==> src/design/line_center_steering_controller_top_defines.svh <==
// ----------------------------------------------------------------------------
// line_center_steering_controller_top_defines
// Assertion macros shared by the steering controller RTL.
// ----------------------------------------------------------------------------
`ifndef LINE_CENTER_STEERING_CONTROLLER_TOP_DEFINES_SVH
`define LINE_CENTER_STEERING_CONTROLLER_TOP_DEFINES_SVH

// same-cycle implication
`define LCSC_ASSERT_NOW(label, ante, cons, msg) \
    label: assert property (@(posedge i_clk) disable iff (!i_rst_n) \
        (ante) |-> (cons)) else $error(msg);

// next-cycle implication
`define LCSC_ASSERT_NEXT(label, ante, cons, msg) \
    label: assert property (@(posedge i_clk) disable iff (!i_rst_n) \
        (ante) |=> (cons)) else $error(msg);

`endif

==> src/design/lcsc_pkg.sv <==
// ----------------------------------------------------------------------------
// lcsc_pkg
// Types and constants of the line center steering controller.
// ----------------------------------------------------------------------------
package lcsc_pkg;

    typedef struct packed {
        logic [9:0] column;
        logic [9:0] row;
        logic [7:0] red;
        logic       frame_end;
    } t_pixel;

    typedef struct packed {
        logic [9:0] left_edge;
        logic [9:0] right_edge;
        logic [7:0] drive_a;
        logic [7:0] drive_b;
    } t_result;

    localparam int unsigned CFG_IDX_W  = 3;
    localparam int unsigned CFG_DATA_W = 12;

    typedef logic [CFG_IDX_W-1:0] t_cfg_idx;

    localparam t_cfg_idx CFG_DARK_THRESHOLD = 3'd0;
    localparam t_cfg_idx CFG_SCAN_ROW       = 3'd1;
    localparam t_cfg_idx CFG_LEFT_START     = 3'd2;
    localparam t_cfg_idx CFG_BASE_DRIVE     = 3'd3;
    localparam t_cfg_idx CFG_GAIN_Q10       = 3'd4;

    localparam logic [7:0]  RST_DARK_THRESHOLD = 8'd70;
    localparam logic [9:0]  RST_SCAN_ROW       = 10'd470;
    localparam logic [9:0]  RST_LEFT_START     = 10'd5;
    localparam logic [7:0]  RST_BASE_DRIVE     = 8'd130;
    localparam logic [11:0] RST_GAIN_Q10       = 12'd307;

    localparam logic [7:0] DRIVE_MIN = 8'd1;
    localparam logic [7:0] DRIVE_MAX = 8'd254;

endpackage

==> src/design/line_center_steering_controller_top.sv <==
// ----------------------------------------------------------------------------
// line_center_steering_controller_top
// Tracks dark line edges on one scan row and emits proportional motor drives
// at every frame end.
// ----------------------------------------------------------------------------
// channel   dir  handshake                    payload
// pixel     in   i_in_valid / o_in_stall      i_in_data  (t_pixel)
// result    out  o_out_valid / i_out_stall    o_out_data (t_result)
// config    in   i_cfg_we                     i_cfg_index, i_cfg_data
//
// One pixel per cycle; edge compare and update is done in the accept cycle.
// A frame end request produces a result through three registered
// stages: edge capture, error multiply, add and clamp.
// Synchronous active-low reset clears edges and stage valids and loads config defaults.
// Output stall backs up the stages; input stalls only when the capture
// stage is full and cannot move.
// ----------------------------------------------------------------------------
`include "line_center_steering_controller_top_defines.svh"

module line_center_steering_controller_top
    import lcsc_pkg::*;
#(
    parameter int unsigned WIDTH = 640
) (
    input  logic                  i_clk,
    input  logic                  i_rst_n,
    input  logic                  i_in_valid,
    output logic                  o_in_stall,
    input  t_pixel                i_in_data,
    output logic                  o_out_valid,
    input  logic                  i_out_stall,
    output t_result               o_out_data,
    input  logic                  i_cfg_we,
    input  t_cfg_idx              i_cfg_index,
    input  logic [CFG_DATA_W-1:0] i_cfg_data
);

    localparam logic [9:0]  WIDTH_COL = 10'(WIDTH);
    localparam logic [10:0] HALF_W    = 11'(WIDTH / 2);

    logic [7:0]  r_dark_threshold;
    logic [9:0]  r_scan_row;
    logic [9:0]  r_left_start;
    logic [7:0]  r_base_drive;
    logic [11:0] r_gain_q10;

    logic [9:0] r_left_col, n_left_col;
    logic       r_left_flag, n_left_flag;
    logic [9:0] r_right_col, n_right_col;

    logic        r_s1_valid;
    logic [9:0]  r_s1_left, r_s1_right;
    logic        r_s2_valid;
    logic [9:0]  r_s2_left, r_s2_right;
    logic signed [23:0] r_s2_prod;
    logic        r_out_valid;
    t_result     r_out_data;

    logic s3_ready, s2_ready, s1_ready, in_acc, hit;
    logic [10:0] w_sum;
    logic signed [10:0] w_err;
    logic signed [23:0] w_err_ext, w_gain_ext, w_prod;
    logic signed [24:0] w_base, w_val_a, w_val_b;

    function automatic logic [7:0] drive_clamp(input logic signed [24:0] v);
        logic signed [14:0] q;
        q = v[24:10];
        if (q < 15'sd1) begin
            return DRIVE_MIN;
        end else if (q > 15'sd254) begin
            return DRIVE_MAX;
        end else begin
            return q[7:0];
        end
    endfunction

    // handshake chain
    assign s3_ready   = !r_out_valid || !i_out_stall;
    assign s2_ready   = !r_s2_valid || s3_ready;
    assign s1_ready   = !r_s1_valid || s2_ready;
    assign o_in_stall = !s1_ready;
    assign in_acc     = i_in_valid && s1_ready;

    // edge update
    always_comb begin
        hit = (i_in_data.row == r_scan_row) && (i_in_data.red < r_dark_threshold)
              && (i_in_data.column < WIDTH_COL);
        n_left_col  = r_left_col;
        n_left_flag = r_left_flag;
        n_right_col = r_right_col;
        if (hit && (i_in_data.column >= r_left_start)
                && (!r_left_flag || (i_in_data.column < r_left_col))) begin
            n_left_col  = i_in_data.column;
            n_left_flag = 1'b1;
        end
        if (hit && (i_in_data.column != 10'd0) && (i_in_data.column > r_right_col)) begin
            n_right_col = i_in_data.column;
        end
    end

    // error and gain
    always_comb begin
        w_sum      = {1'b0, r_s1_left} + {1'b0, r_s1_right};
        w_err      = $signed({1'b0, w_sum[10:1]}) - $signed(HALF_W);
        w_err_ext  = 24'(w_err);
        w_gain_ext = $signed({12'd0, r_gain_q10});
        w_prod     = w_err_ext * w_gain_ext;
        w_base     = $signed({7'd0, r_base_drive, 10'd0});
        w_val_a    = w_base + 25'(r_s2_prod);
        w_val_b    = w_base - 25'(r_s2_prod);
    end

    always_ff @(posedge i_clk) begin
        if (!i_rst_n) begin
            r_dark_threshold <= RST_DARK_THRESHOLD;
            r_scan_row       <= RST_SCAN_ROW;
            r_left_start     <= RST_LEFT_START;
            r_base_drive     <= RST_BASE_DRIVE;
            r_gain_q10       <= RST_GAIN_Q10;
        end else if (i_cfg_we) begin
            case (i_cfg_index)
                CFG_DARK_THRESHOLD: r_dark_threshold <= i_cfg_data[7:0];
                CFG_SCAN_ROW:       r_scan_row       <= i_cfg_data[9:0];
                CFG_LEFT_START:     r_left_start     <= i_cfg_data[9:0];
                CFG_BASE_DRIVE:     r_base_drive     <= i_cfg_data[7:0];
                CFG_GAIN_Q10:       r_gain_q10       <= i_cfg_data;
                default: ;
            endcase
        end
    end

    always_ff @(posedge i_clk) begin
        if (!i_rst_n) begin
            r_left_col  <= WIDTH_COL;
            r_left_flag <= 1'b0;
            r_right_col <= 10'd0;
            r_s1_valid  <= 1'b0;
            r_s2_valid  <= 1'b0;
            r_out_valid <= 1'b0;
        end else begin
            if (in_acc) begin
                if (i_in_data.frame_end) begin
                    r_left_col  <= WIDTH_COL;
                    r_left_flag <= 1'b0;
                    r_right_col <= 10'd0;
                end else begin
                    r_left_col  <= n_left_col;
                    r_left_flag <= n_left_flag;
                    r_right_col <= n_right_col;
                end
            end
            if (s1_ready) begin
                r_s1_valid <= in_acc && i_in_data.frame_end;
            end
            if (s2_ready) begin
                r_s2_valid <= r_s1_valid;
            end
            if (s3_ready) begin
                r_out_valid <= r_s2_valid;
            end
        end
    end

    always_ff @(posedge i_clk) begin
        if (s1_ready && in_acc && i_in_data.frame_end) begin
            r_s1_left  <= n_left_col;
            r_s1_right <= n_right_col;
        end
        if (s2_ready && r_s1_valid) begin
            r_s2_left  <= r_s1_left;
            r_s2_right <= r_s1_right;
            r_s2_prod  <= w_prod;
        end
        if (s3_ready && r_s2_valid) begin
            r_out_data.left_edge  <= r_s2_left;
            r_out_data.right_edge <= r_s2_right;
            r_out_data.drive_a    <= drive_clamp(w_val_a);
            r_out_data.drive_b    <= drive_clamp(w_val_b);
        end
    end

    assign o_out_valid = r_out_valid;
    assign o_out_data  = r_out_data;

    `LCSC_ASSERT_NEXT(a_clear_on_frame_end, in_acc && i_in_data.frame_end,
        r_left_col == WIDTH_COL && !r_left_flag && r_right_col == 10'd0,
        "edge state not cleared after frame end")
    `LCSC_ASSERT_NOW(a_flag_col, !r_left_flag, r_left_col == WIDTH_COL,
        "left edge moved without flag")
    `LCSC_ASSERT_NOW(a_edges_in_image, 1'b1,
        r_left_col <= WIDTH_COL && r_right_col < WIDTH_COL,
        "edge state outside image")
    `LCSC_ASSERT_NOW(a_drive_range, r_out_valid,
        r_out_data.drive_a >= DRIVE_MIN && r_out_data.drive_a <= DRIVE_MAX &&
        r_out_data.drive_b >= DRIVE_MIN && r_out_data.drive_b <= DRIVE_MAX,
        "drive out of range")

endmodule

==> config.mk <==
export PLATFORM = sky130hd
export DESIGN_NAME = line_center_steering_controller_top
export DESIGN_NICKNAME = d
export VERILOG_FILES = /design/src/design/lcsc_pkg.sv /design/src/design/line_center_steering_controller_top.sv
export VERILOG_INCLUDE_DIRS = /design/src /design/src/design
export SDC_FILE = /design/constraint.sdc
export NUM_CORES = 1
export LEC_CHECK = 0
export BUFFER_PORTS_ARGS = -buffer_cell sky130_fd_sc_hd__buf_2
export CORE_ASPECT_RATIO = 0.6
export CORE_MARGIN = 1.5
export CORE_UTILIZATION = 30
export CTS_BUF_LIST = sky130_fd_sc_hd__clkbuf_16
export DETAILED_ROUTE_END_ITERATION = 12
export HOLD_SLACK_MARGIN = 0.03
export PLACE_DENSITY = 0.56
export SLEW_MARGIN = 10
export SYNTH_ARGS = -nofsm -noshare
export SYNTH_HDL_FRONTEND = slang
export SYNTH_SLANG_ARGS = --single-unit
==> constraint.sdc <==
create_clock -name i_clk -period 7.56 [get_ports i_clk]
set_input_delay 0.756 -clock i_clk [delete_from_list [all_inputs] [get_ports i_clk]]
set_output_delay 0.756 -clock i_clk [all_outputs]
set_load 0.005 [all_outputs]
==> impl_results.md <==
* Outcome: completed
* Distinct cells, synth at between 60 and 70
* Period utilization at 96.1%
* Hold Fails Final Rpt at 0
* Max-Cap Viols at 0
* Leak at about 0.0063 uW
* First-pass GRT wire length at 52,300 um
* Die area at ~45,000 sq um
* Hold buffers post-CTS at 0
* Final GP Congestion at 0.861
* Number of synthesized flops with an enable pin at 100
* Ports at 87
* Clock Sinks at about 170
* Drt initial violations at 752
* Asr flop ratio synth at 0%
* Arrival time at the worst endpoint at 7.45 ns
* Worst vdd ir at 0.000350 V
* Crit path required time at a little under 8 ns
* Chip height at approximately 170 um
* Kind of critical path: reg2reg
* Area Overhead vs Synth at 14.2%
* Highest-count cells in the layout ignoring fill and taps: 176 x inv_1, 166 x nand2_1, 132 x ha_1, 100 x edfxtp_1, 91 x fa_1
* Synth warnings at 0
* Worst path slowest cell: fa_1
* Synth Cell Area at 13,100 sq um
* FP Rows at 59
* Vias per inst at 4.74
* CP Launch Type: register
* Largest net degree at the start of global routing at 94
* Vias in the first global route at 9,402
* GR Overflow Total at 0
* Pins Over Slew Limit at 0
* Top cell by count, worst path: fa_1
* Buf/Inv on CP at 4
* Clock Skew at roughly 0.012 ns
* Worst hold slack at approximately 0.42 ns
* Worst-Margin Slew at between 1 and 1.5 ns
* Largest area contributor in the netlist: edfxtp_1
* Synth top area share at a little under a quarter
* Post-DRT Antenna Nets at 0
* Clock Latency Late Sink at about 0.45 ns
* Fillers at 4,438
* Main synth FF type: edfxtp_1
* Deepest clock path buffer count at 2
* Drt wl/cell at 16.3 um
* Yosys reg bits at between 150 and 200
* Drt first pass iters at 5
* Mean post-synth cell area at slightly below 10 sq um
* GRT Total Usage at roughly 15%
* Tmin final at around 7.3 ns
* Crit. End Element: register
* Placed Area at around 14,000 sq um
* Pwr dens at approximately 300 nW/um^2
* Final wirelength at 32,700 um
* Clock transition at path regs at 0.06 ns
* Most common cell after layout, fill and taps aside: inv_1
* Via count at between 9,000 and 10,000
* Hpwl dp at 25,500 um
* CTS Buf Count at 17
* Syn Nets at 1,620
* Remaining DRCs at 0
* CTS Root Buffer Type: clkbuf_16
* CTS tree: built
* Final instance area at ~15,000 sq um
* Core ar. at about 43,000 sq um
* Nets at 1,690
* Worst stage delay on the critical path at roughly 0.56 ns
* IO buf count at 86
* Post-synthesis cell count at roughly 1,300
* Top post-synthesis cells by area: edfxtp_1 23%, fa_1 14%, ha_1 13%
* # H-tree levels at 4
* Initial Util at between 30 and 40%
* Initial antenna violation count at 4
* Slew HR at roughly 22%
* Hold crit path type: reg2reg
* Final setup vio count at 0
* Share of post-route cells with drive strength above 1 at 13.0%
* RSZ-0062 raised after global routing: true
* Max Clk Rate at between 100 and 150 MHz
* Top Family by Delay on Critical Path: adder cells
* Crit Path Max Fanout at 3
* Sequential area share after synthesis at 33.9%
* Die W at about 270 um
cells by family after synthesis:
logic type,synth area share [%]
AO/OA/AOI/OAI,12.2
XOR/XNOR,3.34
adder cells (fa/ha/maj),26.9
buffers and inverters,6.71
flip-flops,33.9
multiplexers,0.248
AND/OR/NAND/NOR,16.7
routing by layer:
layer  vias to the layer above  wire length [um]  GRT usage (%)
met5                         -                 0              0
met4                         0               484           4.75
met3                        29              1720           2.82
met2                       240             13000           20.8
met1                      4553             17600           23.4
li1                       4689                 -              -
power by group:
part	switching (uW)	internal, uW	total (uW)
Sequential	35.1	1140	1170
Clock	376	519	895
Combinational	1320	1040	2360
Total	1730	2700	4430
final cells by class:
class / count / area (sq um) / share of cell area (%)
Multi-Input combinational cell: 938 / 7940 / 53.0
Tap cell: 579 / 724 / 4.83
Sequential cell: 172 / 4440 / 29.7
Timing Repair Buffer: 110 / 611 / 4.07
Clock inverter: 15 / 174 / 1.16
Antenna cell: 2 / 5.00 / 0.0334
Inverter: 175 / 657 / 4.38
Clock buffer: 17 / 425 / 2.84
Yosys cell counts (10+ instances only):
master,n
a21oi_1,48
o211ai_1,15
a21o_1,18
a32o_1,10
nor2b_1,38
nand2_1,166
ha_1,135
nand4_1,19
clkbuf_1,56
a21boi_0,35
xor2_1,19
nand3_1,32
nand3b_1,10
inv_1,175
fa_1,92
xnor2_1,31
o21a_1,14
and2_1,63
edfxtp_1,100
nand2b_1,10
nor2_1,38
dfxtp_1,72
o21ai_0,37
path summary, 6_finish.rpt:
| path | from | endpoint | slack, ns | cells past startpoint |
|---|---|---|---|---|
| worst max-delay path | r_s1_left[0]$_DFFE_PP_ | r_s2_prod[23]$_DFFE_PP_ | 0.29 | 27 |
| worst min-delay path | r_s2_right[9]$_DFFE_PP_ | o_out_data[25]$_DFFE_PP_ | 0.42 | 0 |
| worst max register to register | r_s1_left[0]$_DFFE_PP_ | r_s2_prod[23]$_DFFE_PP_ | 0.29 | 27 |
| worst min register to register | r_s2_right[9]$_DFFE_PP_ | o_out_data[25]$_DFFE_PP_ | 0.42 | 0 |
per-stage QoR:
| step | power [uW] | setup TNS [ns] | instances | utilization [%] | worst slack, ns |
|---|---|---|---|---|---|
| floorplan | 2850 | 0 | 1344 | - | 0.0156 |
| global placement | 3410 | 0 | 1973 | 32.9 | 0.0413 |
| finish | 4430 | 0 | 2008 | 34.6 | 0.295 |
| global route | 4790 | -0.0459 | 2008 | 34.6 | -0.0382 |
| CTS | 4360 | -0.0202 | 2005 | 34.4 | -0.0202 |
| detailed placement | 3440 | -0.0831 | 1973 | 32.9 | -0.0831 |
sequential cells by signal, indices dropped and copies added (netlist names):
register          count
r_s2_left            10
r_s2_right           10
o_out_valid           1
r_s2_prod            24
r_s1_valid            1
r_dark_threshold      8
r_right_col          10
r_gain_q10           12
r_left_col           10
r_left_flag           1
r_left_start         10
r_base_drive          8
o_out_data           36
r_s1_left            10
r_scan_row           10
r_s2_valid            1
r_s1_right           10
repair_timing:
action / in CTS / in global routing
pin swaps: 0 / 9
endpoints found under the setup margin: 2 / 6
gates resized for setup: 4 / 20
hold endpoints to repair: 0 / 0
buffers inserted: 0 / 1
Power figures use the tool's default switching activity.
